==> src/rtl/core/kadfq_pkg.sv <==
`default_nettype none

package kadfq_pkg;

   localparam int DEFAULT_QUEUE_DEPTH = 4;
   localparam int TAG_W               = 32;

   // request function codes
   localparam logic FUNC_PUSH = 1'b0;
   localparam logic FUNC_TAKE = 1'b1;

   // stream codes
   localparam logic STREAM_MAIN = 1'b0;
   localparam logic STREAM_SUB  = 1'b1;

   typedef enum logic {
      OP_PUSH,
      OP_TAKE
   } op_type;

   typedef struct packed {
      logic             func;
      logic             stream;
      logic             key_frame;
      logic [TAG_W-1:0] frame_tag;
   } req_type;

   typedef struct packed {
      logic             accepted;
      logic             evicted;
      logic [TAG_W-1:0] evicted_tag;
      logic             out_valid;
      logic             out_stream;
      logic             out_key;
      logic [TAG_W-1:0] out_tag;
   } rsp_type;

   // classified command, front to back
   typedef struct packed {
      op_type           op;
      logic             stream;
      logic             key_frame;
      logic [TAG_W-1:0] frame_tag;
   } cmd_type;

   // one stored queue entry
   typedef struct packed {
      logic             key_frame;
      logic [TAG_W-1:0] frame_tag;
   } entry_type;

endpackage

`default_nettype wire

==> src/rtl/core/kadfq_ram.sv <==
`default_nettype none

module kadfq_ram #(
   parameter int WIDTH = 33,
   parameter int DEPTH = 16
) (
   input  wire logic                     clock,
   input  wire logic                     we,
   input  wire logic [$clog2(DEPTH)-1:0] waddr,
   input  wire logic [WIDTH-1:0]         wdata,
   input  wire logic [$clog2(DEPTH)-1:0] raddr,
   output logic      [WIDTH-1:0]         rdata
);

   logic [WIDTH-1:0] mem_ff [DEPTH];
   logic [WIDTH-1:0] rdata_ff;

   always_ff @(posedge clock) begin
      if (we) begin
         mem_ff[waddr] <= wdata;
      end
      rdata_ff <= mem_ff[raddr];
   end

   assign rdata = rdata_ff;

endmodule

`default_nettype wire

==> src/rtl/core/kadfq_front.sv <==
`default_nettype none

module kadfq_front (
   input  wire logic                clock,
   input  wire logic                reset,
   input  wire logic                push,
   output logic                     full,
   input  wire kadfq_pkg::req_type  req_data,
   output logic                     cmd_valid,
   output kadfq_pkg::cmd_type       cmd_data,
   input  wire logic                cmd_pop
);

   // two-entry command queue
   kadfq_pkg::cmd_type cmd_ff [2];
   kadfq_pkg::cmd_type cmd_in;
   logic       wr_ptr_ff, wr_ptr_in;
   logic       rd_ptr_ff, rd_ptr_in;
   logic [1:0] fill_ff, fill_in;
   logic       do_push, do_pop;

   always_comb begin
      cmd_in.op        = (req_data.func == kadfq_pkg::FUNC_TAKE) ? kadfq_pkg::OP_TAKE
                                                                 : kadfq_pkg::OP_PUSH;
      cmd_in.stream    = req_data.stream;
      cmd_in.key_frame = req_data.key_frame;
      cmd_in.frame_tag = req_data.frame_tag;
   end

   assign full      = (fill_ff == 2'd2);
   assign cmd_valid = (fill_ff != 2'd0);
   assign cmd_data  = cmd_ff[rd_ptr_ff];
   assign do_push   = push && !full;
   assign do_pop    = cmd_pop && cmd_valid;

   always_comb begin
      wr_ptr_in = do_push ? ~wr_ptr_ff : wr_ptr_ff;
      rd_ptr_in = do_pop  ? ~rd_ptr_ff : rd_ptr_ff;
      fill_in   = fill_ff + 2'(do_push) - 2'(do_pop);
   end

   always_ff @(posedge clock) begin
      if (do_push) begin
         cmd_ff[wr_ptr_ff] <= cmd_in;
      end
      if (reset) begin
         wr_ptr_ff <= 1'b0;
         rd_ptr_ff <= 1'b0;
         fill_ff   <= 2'd0;
      end else begin
         wr_ptr_ff <= wr_ptr_in;
         rd_ptr_ff <= rd_ptr_in;
         fill_ff   <= fill_in;
      end
   end

endmodule

`default_nettype wire

==> src/rtl/core/kadfq_back.sv <==
`default_nettype none

module kadfq_back #(
   parameter int QUEUE_DEPTH = kadfq_pkg::DEFAULT_QUEUE_DEPTH
) (
   input  wire logic               clock,
   input  wire logic               reset,
   input  wire logic               cmd_valid,
   input  wire kadfq_pkg::cmd_type cmd_data,
   output logic                    cmd_pop,
   output logic                    rsp_valid,
   output kadfq_pkg::rsp_type      rsp_data,
   input  wire logic               rsp_pop
);

   localparam int SW = $clog2(QUEUE_DEPTH);
   localparam int CW = $clog2(QUEUE_DEPTH + 1);
   localparam int AW = SW + 1;
   localparam int EW = $bits(kadfq_pkg::entry_type);
   localparam logic [SW:0]   DEPTH_EXT = (SW + 1)'(QUEUE_DEPTH);
   localparam logic [CW-1:0] DEPTH_CNT = CW'(QUEUE_DEPTH);
   localparam logic [SW-1:0] LAST_POS  = SW'(QUEUE_DEPTH - 1);
   localparam logic [SW-1:0] ONE_POS   = SW'(1);

   typedef enum logic [2:0] {
      ST_IDLE,
      ST_EVICT_RD,
      ST_SHIFT,
      ST_PUT,
      ST_TAKE_RD
   } state_type;

   function automatic logic [SW-1:0] ring(input logic [SW-1:0] base,
                                          input logic [SW-1:0] off);
      logic [SW:0] sum;
      sum = {1'b0, base} + {1'b0, off};
      if (sum >= DEPTH_EXT) begin
         sum = sum - DEPTH_EXT;
      end
      return sum[SW-1:0];
   endfunction

   state_type                      state_ff, state_in;
   logic [SW-1:0]                  idx_ff, idx_in;
   logic                           evict_head_ff, evict_head_in;
   kadfq_pkg::cmd_type             cur_ff, cur_in;
   logic [kadfq_pkg::TAG_W-1:0]    gone_ff, gone_in;
   logic [1:0][SW-1:0]             head_ff, head_in;
   logic [1:0][CW-1:0]             count_ff, count_in;
   logic                           last_ff, last_in;
   logic [1:0][QUEUE_DEPTH-1:0]    key_ff, key_in;
   kadfq_pkg::rsp_type             res_ff, res_in;
   logic                           res_valid_ff, res_valid_in;

   logic                           ram_we;
   logic [AW-1:0]                  ram_waddr, ram_raddr;
   kadfq_pkg::entry_type           ram_wdata, ram_rdata;

   // oldest plain (non-key) entry of the addressed stream, in ring order
   logic [QUEUE_DEPTH-1:0]         plain_vec, plain_rot;
   logic [2*QUEUE_DEPTH-1:0]       plain_dbl;
   logic                           plain_found;
   logic [SW-1:0]                  plain_pos;

   always_comb begin
      plain_vec   = ~key_ff[cmd_data.stream];
      plain_dbl   = {plain_vec, plain_vec} >> head_ff[cmd_data.stream];
      plain_rot   = plain_dbl[QUEUE_DEPTH-1:0];
      plain_found = 1'b0;
      plain_pos   = '0;
      for (int i = QUEUE_DEPTH - 1; i >= 0; i--) begin
         if (plain_rot[i]) begin
            plain_found = 1'b1;
            plain_pos   = SW'(i);
         end
      end
   end

   kadfq_ram #(
      .WIDTH (EW),
      .DEPTH (2 ** AW)
   ) u_ram (
      .clock (clock),
      .we    (ram_we),
      .waddr (ram_waddr),
      .wdata (ram_wdata),
      .raddr (ram_raddr),
      .rdata (ram_rdata)
   );

   always_comb begin
      logic          out_free;
      logic          s;
      logic          ts;
      logic [SW-1:0] slot;
      logic [SW:0]   nxt;

      state_in      = state_ff;
      idx_in        = idx_ff;
      evict_head_in = evict_head_ff;
      cur_in        = cur_ff;
      gone_in       = gone_ff;
      head_in       = head_ff;
      count_in      = count_ff;
      last_in       = last_ff;
      key_in        = key_ff;
      res_in        = res_ff;
      out_free      = !res_valid_ff || rsp_pop;
      res_valid_in  = res_valid_ff && !rsp_pop;
      cmd_pop       = 1'b0;
      ram_we        = 1'b0;
      ram_waddr     = '0;
      ram_wdata     = '0;
      ram_raddr     = '0;
      s             = cur_ff.stream;
      ts            = kadfq_pkg::STREAM_MAIN;
      slot          = '0;
      nxt           = '0;

      case (state_ff)
         ST_IDLE: begin
            // start only when the result register is free at the finish
            if (cmd_valid && out_free) begin
               cmd_pop = 1'b1;
               cur_in  = cmd_data;
               res_in  = '0;
               s       = cmd_data.stream;
               case (cmd_data.op)
                  kadfq_pkg::OP_PUSH: begin
                     if (count_ff[s] < DEPTH_CNT) begin
                        slot                 = ring(head_ff[s], count_ff[s][SW-1:0]);
                        ram_we               = 1'b1;
                        ram_waddr            = {s, slot};
                        ram_wdata.key_frame  = cmd_data.key_frame;
                        ram_wdata.frame_tag  = cmd_data.frame_tag;
                        key_in[s][slot]      = cmd_data.key_frame;
                        count_in[s]          = count_ff[s] + CW'(1);
                        res_in.accepted      = 1'b1;
                        res_valid_in         = 1'b1;
                     end else if (plain_found) begin
                        ram_raddr     = {s, ring(head_ff[s], plain_pos)};
                        idx_in        = plain_pos;
                        evict_head_in = 1'b0;
                        state_in      = ST_EVICT_RD;
                     end else if (cmd_data.key_frame) begin
                        ram_raddr     = {s, head_ff[s]};
                        evict_head_in = 1'b1;
                        state_in      = ST_EVICT_RD;
                     end else begin
                        // all-key queue, plain push: reject
                        res_valid_in = 1'b1;
                     end
                  end
                  kadfq_pkg::OP_TAKE: begin
                     ts = (last_ff == kadfq_pkg::STREAM_SUB) ? kadfq_pkg::STREAM_MAIN
                                                             : kadfq_pkg::STREAM_SUB;
                     if (count_ff[ts] == '0) begin
                        ts = ~ts;
                     end
                     if (count_ff[ts] == '0) begin
                        res_valid_in = 1'b1;
                     end else begin
                        ram_raddr     = {ts, head_ff[ts]};
                        cur_in.stream = ts;
                        state_in      = ST_TAKE_RD;
                     end
                  end
                  default: begin
                     res_valid_in = 1'b1;
                  end
               endcase
            end
         end

         ST_EVICT_RD: begin
            gone_in = ram_rdata.frame_tag;
            if (evict_head_ff) begin
               // replace the head in place, then advance the head
               ram_we              = 1'b1;
               ram_waddr           = {s, head_ff[s]};
               ram_wdata.key_frame = cur_ff.key_frame;
               ram_wdata.frame_tag = cur_ff.frame_tag;
               key_in[s][head_ff[s]] = cur_ff.key_frame;
               head_in[s]          = ring(head_ff[s], ONE_POS);
               res_in.accepted     = 1'b1;
               res_in.evicted      = 1'b1;
               res_in.evicted_tag  = ram_rdata.frame_tag;
               res_valid_in        = 1'b1;
               state_in            = ST_IDLE;
            end else if (idx_ff == LAST_POS) begin
               slot                = ring(head_ff[s], LAST_POS);
               ram_we              = 1'b1;
               ram_waddr           = {s, slot};
               ram_wdata.key_frame = cur_ff.key_frame;
               ram_wdata.frame_tag = cur_ff.frame_tag;
               key_in[s][slot]     = cur_ff.key_frame;
               res_in.accepted     = 1'b1;
               res_in.evicted      = 1'b1;
               res_in.evicted_tag  = ram_rdata.frame_tag;
               res_valid_in        = 1'b1;
               state_in            = ST_IDLE;
            end else begin
               nxt       = {1'b0, idx_ff} + (SW + 1)'(1);
               ram_raddr = {s, ring(head_ff[s], nxt[SW-1:0])};
               state_in  = ST_SHIFT;
            end
         end

         ST_SHIFT: begin
            // close the gap one entry per cycle
            slot            = ring(head_ff[s], idx_ff);
            ram_we          = 1'b1;
            ram_waddr       = {s, slot};
            ram_wdata       = ram_rdata;
            key_in[s][slot] = ram_rdata.key_frame;
            nxt             = {1'b0, idx_ff} + (SW + 1)'(1);
            idx_in          = nxt[SW-1:0];
            if (nxt[SW-1:0] == LAST_POS) begin
               state_in = ST_PUT;
            end else begin
               nxt       = {1'b0, idx_ff} + (SW + 1)'(2);
               ram_raddr = {s, ring(head_ff[s], nxt[SW-1:0])};
            end
         end

         ST_PUT: begin
            slot                = ring(head_ff[s], LAST_POS);
            ram_we              = 1'b1;
            ram_waddr           = {s, slot};
            ram_wdata.key_frame = cur_ff.key_frame;
            ram_wdata.frame_tag = cur_ff.frame_tag;
            key_in[s][slot]     = cur_ff.key_frame;
            res_in.accepted     = 1'b1;
            res_in.evicted      = 1'b1;
            res_in.evicted_tag  = gone_ff;
            res_valid_in        = 1'b1;
            state_in            = ST_IDLE;
         end

         ST_TAKE_RD: begin
            res_in.out_valid  = 1'b1;
            res_in.out_stream = s;
            res_in.out_key    = ram_rdata.key_frame;
            res_in.out_tag    = ram_rdata.frame_tag;
            res_valid_in      = 1'b1;
            head_in[s]        = ring(head_ff[s], ONE_POS);
            count_in[s]       = count_ff[s] - CW'(1);
            last_in           = s;
            state_in          = ST_IDLE;
         end

         default: begin
            state_in = ST_IDLE;
         end
      endcase
   end

   always_ff @(posedge clock) begin
      idx_ff        <= idx_in;
      evict_head_ff <= evict_head_in;
      cur_ff        <= cur_in;
      gone_ff       <= gone_in;
      key_ff        <= key_in;
      res_ff        <= res_in;
      if (reset) begin
         state_ff     <= ST_IDLE;
         head_ff      <= '0;
         count_ff     <= '0;
         last_ff      <= kadfq_pkg::STREAM_SUB;
         res_valid_ff <= 1'b0;
      end else begin
         state_ff     <= state_in;
         head_ff      <= head_in;
         count_ff     <= count_in;
         last_ff      <= last_in;
         res_valid_ff <= res_valid_in;
      end
   end

   assign rsp_valid = res_valid_ff;
   assign rsp_data  = res_ff;

endmodule

`default_nettype wire

==> src/rtl/core/keyframe_aware_dual_frame_queue.sv <==
`default_nettype none

// Channel    Ports                      Transfer when
// ---------  -------------------------  ----------------------
// request    push, full, req_data       push && !full
// response   empty, pop, rsp_data       pop && !empty
//
// A request is registered in the front command queue; the back end then
// answers in ST_IDLE (push into a non-full queue, take with both queues
// empty), via ST_TAKE_RD (take), ST_EVICT_RD (key push evicting the head of
// an all-key queue) or, when the oldest plain entry is dropped, ST_EVICT_RD,
// ST_SHIFT, ST_PUT (ST_EVICT_RD alone if it is last), the one-read one-write
// entry RAM moving one entry per cycle. Reset is synchronous; no clear pass.
// The back end starts an item only when the response register is free.

module keyframe_aware_dual_frame_queue #(
   parameter int QUEUE_DEPTH = kadfq_pkg::DEFAULT_QUEUE_DEPTH
) (
   input  wire logic               clock,
   input  wire logic               reset,
   input  wire logic               push,
   output logic                    full,
   input  wire kadfq_pkg::req_type req_data,
   output logic                    empty,
   input  wire logic               pop,
   output kadfq_pkg::rsp_type      rsp_data
);

   // front-to-back command hand-off
   logic               cmd_valid;
   logic               cmd_pop;
   kadfq_pkg::cmd_type cmd_data;
   logic               rsp_valid;

   // front: accepts requests and decodes them into push/take commands
   kadfq_front u_front (
      .clock     (clock),
      .reset     (reset),
      .push      (push),
      .full      (full),
      .req_data  (req_data),
      .cmd_valid (cmd_valid),
      .cmd_data  (cmd_data),
      .cmd_pop   (cmd_pop)
   );

   // back: queue state, drop scan, compaction and round-robin service
   kadfq_back #(
      .QUEUE_DEPTH (QUEUE_DEPTH)
   ) u_back (
      .clock     (clock),
      .reset     (reset),
      .cmd_valid (cmd_valid),
      .cmd_data  (cmd_data),
      .cmd_pop   (cmd_pop),
      .rsp_valid (rsp_valid),
      .rsp_data  (rsp_data),
      .rsp_pop   (pop)
   );

   assign empty = ~rsp_valid;

endmodule

`default_nettype wire

==> config.mk <==
export PLATFORM = sky130hd
export DESIGN_NAME = keyframe_aware_dual_frame_queue
export DESIGN_NICKNAME = d
export VERILOG_FILES = /design/src/rtl/core/kadfq_pkg.sv /design/src/rtl/core/kadfq_ram.sv /design/src/rtl/core/kadfq_front.sv /design/src/rtl/core/kadfq_back.sv /design/src/rtl/core/keyframe_aware_dual_frame_queue.sv
export SDC_FILE = /design/constraint.sdc
export NUM_CORES = 1
export LEC_CHECK = 0
export BUFFER_PORTS_ARGS = -buffer_cell sky130_fd_sc_hd__buf_4
export CORE_ASPECT_RATIO = 1.2
export CORE_UTILIZATION = 60
export DETAILED_ROUTE_END_ITERATION = 7
export GPL_ROUTABILITY_DRIVEN = 0
export GPL_TIMING_DRIVEN = 0
export PLACE_DENSITY_LB_ADDON = 0.1
export SLEW_MARGIN = 15
export SYNTH_ARGS = -nofsm -noshare
export SYNTH_HDL_FRONTEND = slang
export SYNTH_HIERARCHICAL = 1
export SYNTH_SLANG_ARGS = --single-unit
export TNS_END_PERCENT = 1
==> constraint.sdc <==
create_clock -name clock -period 14.7 [get_ports clock]
set_clock_uncertainty 0.05 [all_clocks]
set_input_delay 1.47 -clock clock [delete_from_list [all_inputs] [get_ports clock]]
set_output_delay 1.47 -clock clock [all_outputs]
set_load 0.02 [all_outputs]
# Word level (Yosys, flattened, before mapping)
# Memories as Yosys holds them, arrays and structs flattened. A register that Yosys moved wholly into a read port is not among the register bits.
# Index checks and enable logic that the tools add are counted.
[classes] shift=1 muxes=164 addsub=20 n_reduce_logical=36 n_bitwise=6 n_lt_le_gt_ge=24 n_eq_ne=18
[ops] op="$mux 33" count=5
[ops] op="$pmux 33 s4" count=1
[ops] op="$pmux 34 s3" count=1
[ops] op="$mux 3" count=30
[ops] op="$mux 2" count=35
[ops] op="$pmux 35 s2" count=1
[ops] op="$mux 69" count=1
[ops] op="$mux 34" count=2
[ops] op="$bwmux 8" count=5
[ops] op="$mux 8" count=5
[ops] op="$mux 1" count=38
[ops] op="$mux 4" count=8
[ops] op="$pmux 8 s4" count=1
[ops] op="$ge 3x3->1 const B" count=7
[ops] op="$demux 4 s1" count=5
[ops] op="$reduce_and 5->1" count=4
[ops] op="$mux 6" count=3
[ops] op="$pmux 3 s3" count=2
[ops] op="$add 2x2->3" count=5
[ops] op="$lt 2x3->1 const B" count=5
[ops] op="$sub 2x1->2 const B" count=7
[ops] op="$bwmux 6" count=2
[ops] op="$pmux 3 s2" count=2
[ops] op="$pmux 3 s4" count=1
[ops] op="44 further kinds" count=93
[totals] ramBits=334 input_bits=39 reg_bits=165 out_inout_bits=71 n_memories=2 elab_cells=296
[mem_list] name="u_back.u_ram.mem_ff" depth=8 word_bits=33 read_ports=1 rd_ports_with_merged_regs=1 write_ports=1 line_no="kadfq_ram.sv:15" source="logic [WIDTH-1:0] mem_ff [DEPTH];"
[mem_list] name="u_front.cmd_ff" depth=2 word_bits=35 read_ports=1 rd_ports_with_merged_regs=1 write_ports=1 line_no="kadfq_front.sv:15" source="kadfq_pkg::cmd_type cmd_ff [2];"

# Logic depth before layout (Yosys ltp)
# Gate-level depths: netlist of the first run.
[depth] ltp_word=20 depth_mapped=16 depth_no_buf=10

# Hierarchy
# The synthesis of the first run kept the hierarchy.
[by_module_without_submodules] mod="kadfq_ram" instances=1 seq_area_each_um2=8588.2 cells_each=427 area_each_um2=10640.2
[by_module_without_submodules] mod="kadfq_back" instances=1 seq_area_each_um2=4684.5 cells_each=676 area_each_um2=8200.4
[by_module_without_submodules] mod="kadfq_front" instances=1 seq_area_each_um2=2202.1 cells_each=136 area_each_um2=2760.1
[by_module_without_submodules] mod="keyframe_aware_dual_frame_queue" instances=1 seq_area_each_um2=0.0 cells_each=1 area_each_um2=3.8

# Worst setup path after synthesis of the first run
# OpenSTA, ideal clock, no wires.
[synth_path] path_kind="input port to flip-flop" from="in pop" to="mem u_back.u_ram.mem_ff[4][0] (enable)" setup_time_ns=0.464 slack_ns=8.812 required_time_ns=14.186 n_path_buf=0 cell_stages=7 arrival_time_ns=5.374 path_cell_list="nand2b_1 -> nand4b_1 -> inv_1 -> a32oi_1 -> nor2_1 -> nand2_1 -> nor3_1"
[synth_between] word_cells_on_any_way=8 cone_classes="6 x mux; 2 x reduce/logical"
[synth_rtl] item="from (decl)" line_no="keyframe_aware_dual_frame_queue.sv:25" source="input wire logic pop,"
[synth_rtl] item="$logic_or 1x1->1" line_no="kadfq_back.sv:108" source="out_free = !res_valid_ff || rsp_pop;"
[synth_rtl] item="$logic_and 1x1->1" line_no="kadfq_back.sv:123" source="if (cmd_valid && out_free) begin"
[synth_rtl] item="$mux 3" line_no="kadfq_back.sv:123"
[synth_rtl] item="$pmux 3 s4" line_no="kadfq_back.sv:120" source="case (state_ff)"
[synth_rtl] item="named net u_back.ram_waddr[2]" line_no="kadfq_back.sv:56" source="logic [AW-1:0] ram_waddr, ram_raddr;"
[synth_rtl] item="to (decl)" line_no="kadfq_ram.sv:15"
# The timed path passes the listed nets, and every way through them passes these cells.

==> impl_metrics.yaml, run 1 <==
global_routing:
  grt_pass1_vias: 12000
  antenna_found_initial: 0
  grt_pass1_wl_um: 74600
  met1_usage_pct: 39.2
  grt-busiest-layer: "met2"
  grt_usage_pct: 27.7
  use_met2_pct: 45.0
  use_met3_pct: 4.02
  grt_start_max_net_pins: 36
  gr-total-overflow: 0
floorplanning:
  coreArea_um2: 35200
  fp.dieW_um: 175
  io_pins: 110
  die-area_um2: 36800
  rows: 75
  dieHeight_um: 210
  floorplan.initialDensity_pct: 61.4
cells_and_area:
  layout_common_cells: "edfxtp_1, buf_4, mux2_2"
  nFillCells: 2191
  layout-drive-gt1-share_pct: 29.1
  stdcell_count: 1924
  finalNetCount: 1475
  diodes: 0
  final_util_pct: 71.4
  syn2layout_area_growth_pct: 16.3
  final_common_cell: "edfxtp_1"
cts:
  cts_hold_buf: 0
  htreeDepth: 2
  cts_buffer_depth: 3
  cts_made_buffers: 49
  clock_sinks: 533
  root_buffer: "clkbuf_16"
  postCtsSetupRepairBufs: 0
  clock_latency_ns: 0.57
  path_clk_slew_ns: 0.06
  cts_tree: "yes"
  cts_resized: 0
sta:
  finalCritPeriodShare_pct: 35.2
  max_freq_mhz: 193
  rsz0062_at_grt: "false"
  finalCriticalPeriod_ns: 5.17
  slew_headroom_pct: 24.4
  drv_slew: 0
  setup_viol: 0
  fin_ws_ns: 9.53
  final.setup.tns_ns: 0
  final-hold-violation-count: 0
  tightestPinTransition_ns: 1.13
  hold_slack_ns: 0.438
synth:
  synth_edf_count: 480
  synth_compound_area_share_pct: 4.89
  syn_inst: 1240
  synth_area_leaders: "edfxtp_1, mux4_2, dfxtp_1"
  yosysTopAreaCell: "edfxtp_1"
  synthXorXnorAreaFrac_pct: 0.770
  yosysWarningCount: 6
  synthSimpleGateAreaFrac_pct: 5.43
  muxShareOfSynthArea_pct: 13.9
  synth-main-ff-cell: "edfxtp_1"
  syn_nets: 1293
  synth.distinct_cells: 79
  synth_seq_cells: 533
  async_flop_share_pct: 0
  avgSynthCellArea_um2: 17.4
  ys_seq_area_share_pct: 71.6
  synth_top_family_by_area: "multiplexers"
  synth.top_cell.area_share_pct: 66.7
  synthAdderAreaFrac_pct: 0.811
  synth_area_um2: 21600
pwr:
  p_leak_nw: 8.87
  ir_drop_v: 0.000135
  p_per_area_nw_per_um2: 196
worst_setup_path:
  cp_max_fo: 10
  critPathLaunchType: "flip-flop"
  ff2ff_setup_slack_ns: 9.53
  r2r_cells: 15
  worstSetupPathType: "flip-flop to flip-flop"
  crit_arrival_ns: 5.57
  reg2reg_to: "u_back/u_ram/rdata[7]"
  worstSetupEndpointType: "flip-flop"
  required_ns: 15.10
drt:
  vias: 12100
  drc: 0
  wl_per_cell_um: 25.8
  dr.pass1.iters: 5
  wirelength_um: 49600
  viasPerCell: 6.28
  antenna_left: 0
  drtIter0Drc: 1412
placement:
  port-buffer-count: 109
  hpwl_um: 32700
  dp.cells: 1833
  dp_slack_ns: 9.54
hold_path:
  hp-class: "flip-flop to flip-flop"
  min_path_cells: 0
  min_from: "u_back/u_ram/rdata[28]"
  holdPathEnd: "u_back/gone_ff[28]"
job:
  cap_violations: 0
run_status:
  status: "complete, no violations"
[area by class of cell]
type | instances | area [um^2] | share of cell area, %
sequential | 533 | 15500 | 61.6
multi-input combinational | 589 | 5660 | 22.5
clock buffer | 62 | 1370 | 5.44
timing repair buffer | 131 | 1190 | 4.74
tap | 462 | 578 | 2.30
buffer | 65 | 348 | 1.38
clock inverter | 29 | 305 | 1.22
inverter | 53 | 199 | 0.792
[through the flow]
stage | power, mW | area [um^2]
6_report | 4.91 | 25100
5_1_grt | 5.10 | 25100
4_1_cts | 4.93 | 25100
3_5_place_dp | 3.64 | 23400
3_3_place_gp | 3.55 | 23000
2_1_floorplan | 3.06 | 21600
[cells by family (layout without fill, tap and decap cells)]
group,after synthesis,after routing
compound gates,137,137
xor+xnor,15,15
fa+ha+maj,14,14
buf+inv,118,340
flops,533,533
mux,202,202
simple gates,221,221
[where the power goes]
part / total [mW] / switching, mW / leakage, nW / internal (mW)
Clock: 1.29 / 0.541 / 0.802 / 0.749
Sequential: 2.29 / 0.177 / 4.93 / 2.11
Combinational: 1.33 / 0.810 / 3.14 / 0.522
Total: 4.91 / 1.53 / 8.87 / 3.39
[state kept, by name (all words and copies together) (netlist names), named ones only]
signal,count
u_back/rsp_valid,1
u_front/rd_ptr_ff,1
u_back/u_ram/mem_ff,264
u_back/gone_ff,32
u_back/state_ff,3
u_back/key_ff,8
u_back/head_ff,4
u_front/fill_ff,2
u_back/idx_ff,2
u_back/rsp_data,69
u_front/wr_ptr_ff,1
u_back/evict_head_ff,1
u_front/cmd_ff,70
u_back/u_ram/rdata,33
u_back/count_ff,6
u_back/last_ff,1
u_back/cur_ff,34
[synthesized netlist by cell type, drive strengths merged, types with 3 or more instances]
cell and number:
dfxtp 53, a22oi 5, o311ai 3, a2111oi 5, buf 31, xnor2 8
a211o 8, nand2 23, a21oi 27, nor3 10, nand3b 4, or3b 3
inv 53, and3 8, mux2 83, and3b 3, mux2i 53, nand3 16
nand2b 17, and2 35, o21ai 25, o21a 7, edfxtp 480, a222oi 33
nand4 4, mux4 66, nor2b 10, or3 5, ha 14, a21boi 4
or2 3, nor2 74, xor2 5, clkbuf 34
[routing by layer]
layer	part of all wire (%)	wire length (um)
met2	49	24500
met5	0	0
met1	41	20300
met4	2.7	1350
met3	7.0	3490
[how the worst max path moves through the flow]
stage	start	end	slack, ns
after floorplan	pop	u_back/u_ram/mem_ff[4][0]	8.81
after global placement	pop	u_back/u_ram/mem_ff[4][22]	5.44
after detailed placement	pop	u_back/u_ram/rdata[31]	9.54
after CTS	flip-flop	u_back/u_ram/rdata[3]	9.58
after global routing	flip-flop	u_back/u_ram/rdata[7]	9.36
final	flip-flop	u_back/u_ram/rdata[7]	9.53
[critical path, stage by stage (launching register included)]
cell and delay (ns):
dfxtp_1 0.30, buf_2 0.33, buf_4 0.31, mux2_2 0.40, buf_6 0.17, buf_8 0.15, mux2i_1 0.26, o311ai_0 0.16
a211o_1 0.34, ha_1 0.23, a2111oi_0 0.50, a211oi_2 0.06, o21ai_1 0.19, buf_1 0.49, clkbuf_1 0.67, mux2_2 0.41
Note: power is estimated with default switching activity, not from simulation.
==> run 2: changes to the inputs <==
--- a/config.mk
+++ b/config.mk
@@ -5,6 +5,7 @@
 export SDC_FILE = /design/constraint.sdc
 export NUM_CORES = 1
 export LEC_CHECK = 0
+export ABC_AREA = 1
 export BUFFER_PORTS_ARGS = -buffer_cell sky130_fd_sc_hd__buf_4
 export CORE_ASPECT_RATIO = 1.2
 export CORE_UTILIZATION = 60
==> constraint.sdc (replaced) <==
create_clock -name clock -period 5.4 [get_ports clock]
set_clock_uncertainty 0.05 [all_clocks]
set_input_delay 0.54 -clock clock [delete_from_list [all_inputs] [get_ports clock]]
set_output_delay 0.54 -clock clock [all_outputs]
set_load 0.02 [all_outputs]
==> run 2 against run 1 <==
Compared with the run above:
- first-iteration DRC count rose by 22%
- sequential share of layout area is 3.1 points lower
- combinational power rose to 4.1 times the previous value
- cell count increased by 47%
- non-clock buffer count up 12
- clock-buffer cell count stayed put
- wire length up 14%
- final area increased by 5.3%
- largest power group unchanged
- highest routed layer unchanged
==> impl_metrics.yaml, run 2 <==
run_status:
  status: "complete, no violations"
cells_and_area:
  syn2layout_area_growth_pct: 15.1
  layout-drive-gt1-share_pct: 14.3
  final_common_cell: "nand2_1"
  final_util_pct: 70.0
  nFillCells: 2590
  finalNetCount: 2365
  top_register: "u_back/u_ram/mem_ff"
  largest_reg_flops: 264
  layout_common_cells: "nand2_1, edfxtp_1, inv_1"
worst_setup_path:
  critPathLaunchType: "flip-flop"
  required_ns: 5.63
  r2r_cells: 13
  worstSetupPathType: "flip-flop to flip-flop"
  critPathSlowestCell: "nor2_4"
  crit_arrival_ns: 4.58
  timing.rr.start: "u_back/state_ff[0]"
  ff2ff_setup_slack_ns: 1.05
  reg2reg_to: "u_back/u_ram/mem_ff[2][28]"
  cp_max_fo: 34
  crit_buf_inv: 5
  path_cells: "inv_1 -> nor2_2 -> inv_1 -> nor2_4 -> inv_2 -> nor2_4 -> inv_1 -> o21ai_0 -> a21oi_1 -> o21ai_0 -> nand2_1 -> nor2_4 -> buf_16"
  crit_start: "u_back/state_ff[0]"
  critPathMaxStageDelay_ns: 0.89
  worstSetupEndpointType: "flip-flop"
  crit_family: "simple AND/OR/NAND/NOR gates"
sta:
  hold_slack_ns: 0.0951
  rsz0062_at_grt: "false"
  slew_headroom_pct: 23.6
  finalCritPeriodShare_pct: 80.5
  tightestPinTransition_ns: 1.14
  setup_viol: 0
  final-hold-violation-count: 0
  max_freq_mhz: 230
  drv_slew: 0
  fin_ws_ns: 1.05
  finalCriticalPeriod_ns: 4.35
  final.setup.tns_ns: 0
pwr:
  p_per_area_nw_per_um2: 575
  ir_drop_v: 0.000435
  p_leak_nw: 11.2
job:
  cap_violations: 0
placement:
  hpwl_um: 39200
  dp_slack_ns: 1.06
  port-buffer-count: 109
cts:
  htreeDepth: 2
  clock_sinks: 533
  cts_hold_buf: 0
  cts_made_buffers: 48
  cts_tree: "yes"
  postCtsSetupRepairBufs: 0
  cts_buffer_depth: 3
  cts_resized: 0
  path_clk_slew_ns: 0.06
  clock_latency_ns: 0.58
  root_buffer: "clkbuf_16"
synth:
  synth_area_leaders: "edfxtp_1, nand2_1, inv_1"
  synth_edf_count: 480
  yosysWarningCount: 6
  synthTopCellsByCount: "nand2_1, edfxtp_1, inv_1"
  synth_area_um2: 23000
  synth.top_cell.area_share_pct: 62.7
  async_flop_share_pct: 0
  yosys.cell_count.top_type: "nand2_1"
  syn_nets: 2191
  avgSynthCellArea_um2: 10.7
  synth-main-ff-cell: "edfxtp_1"
  yosysTopAreaCell: "edfxtp_1"
  synth_seq_cells: 533
  syn_inst: 2138
  ys_seq_area_share_pct: 67.4
  synth.distinct_cells: 45
floorplanning:
  io_pins: 110
  dieHeight_um: 216
  die-area_um2: 39100
  rows: 78
  floorplan.initialDensity_pct: 60.8
  coreArea_um2: 37800
  fp.dieW_um: 181
drt:
  antenna_left: 0
  wl_per_cell_um: 20.0
  drc: 0
  dr.pass1.iters: 7
  wirelength_um: 56700
  drtIter0Drc: 1719
  viasPerCell: 5.53
  vias: 15700
global_routing:
  grt_usage_pct: 29.3
  grt_pass1_wl_um: 85700
  grt_start_max_net_pins: 35
  grt_pass1_vias: 15300
  gr-total-overflow: 0
  antenna_found_initial: 3
hold_path:
  min_path_cells: 1
  holdPathEnd: "u_front/cmd_ff[0][14]"
  hp-class: "input pin to flip-flop"
  min_from: "req_data[14]"
## run 2: changes by cell type after synthesis, moves of 37 or more
cell	previous run	this run
mux4_2	60	0
nand2_1	23	640
o21ai_0	21	63
nand3_1	15	183
mux2i_1	50	0
inv_1	48	364
mux2_2	83	5
o211ai_1	2	39
## run 2: final cells by class
type / count / area (um^2) / area share, %
sequential: 533 / 15500 / 58.5
multi-input combinational: 1148 / 5670 / 21.4
inverter: 373 / 1400 / 5.29
clock buffer: 62 / 1330 / 5.01
timing repair buffer: 124 / 1210 / 4.58
tap: 480 / 601 / 2.27
buffer: 84 / 515 / 1.95
clock inverter: 28 / 258 / 0.974
antenna: 1 / 2.50 / 0.00946
## run 2: cells by family (layout without fill, tap and decap cells)
kind of cell	Yosys count	after routing	synth area share, %
flops	533	533	67.4
other cells	0	1	0
mux	35	35	2.21
fa+ha+maj	14	14	0.762
simple gates	923	923	16.5
xor+xnor	9	9	0.441
buf+inv	457	671	8.34
compound gates	167	167	4.42
## run 2: power by group
part | total [mW] | switching, mW | internal [mW]
registers | 6.33 | 0.365 | 5.97
clock network | 3.40 | 1.47 | 1.93
logic | 5.48 | 3.84 | 1.64
## run 2: how the worst max path moves through the flow
stage | to | cells past startpoint
5_1_grt | u_back/u_ram/mem_ff[7][31] | 13
2_1_floorplan | u_back/u_ram/mem_ff[4][0] | 11
3_5_place_dp | u_back/u_ram/mem_ff[2][28] | 13
4_1_cts | u_back/u_ram/mem_ff[2][28] | 13
3_3_place_gp | u_back/u_ram/mem_ff[4][30] | 9
6_report | u_back/u_ram/mem_ff[2][28] | 13
## run 2: metrics by stage
step,cell area [um^2],std cells,power (mW)
after floorplan,23000,2138,9.56
final,26500,2833,15.2
after CTS,26500,2832,15.2
after global placement,24400,2727,11.5
after global routing,26500,2832,15.9
after detailed placement,24900,2742,11.8
## run 2: per-layer routing
layer	routed length [um]	vias to the layer above	GRT usage [%]
met4	1460	0	8.83
met1	22400	7513	38.1
met3	4360	107	3.73
li1	-	7353	-
met2	28500	683	51.4
met5	0	-	0
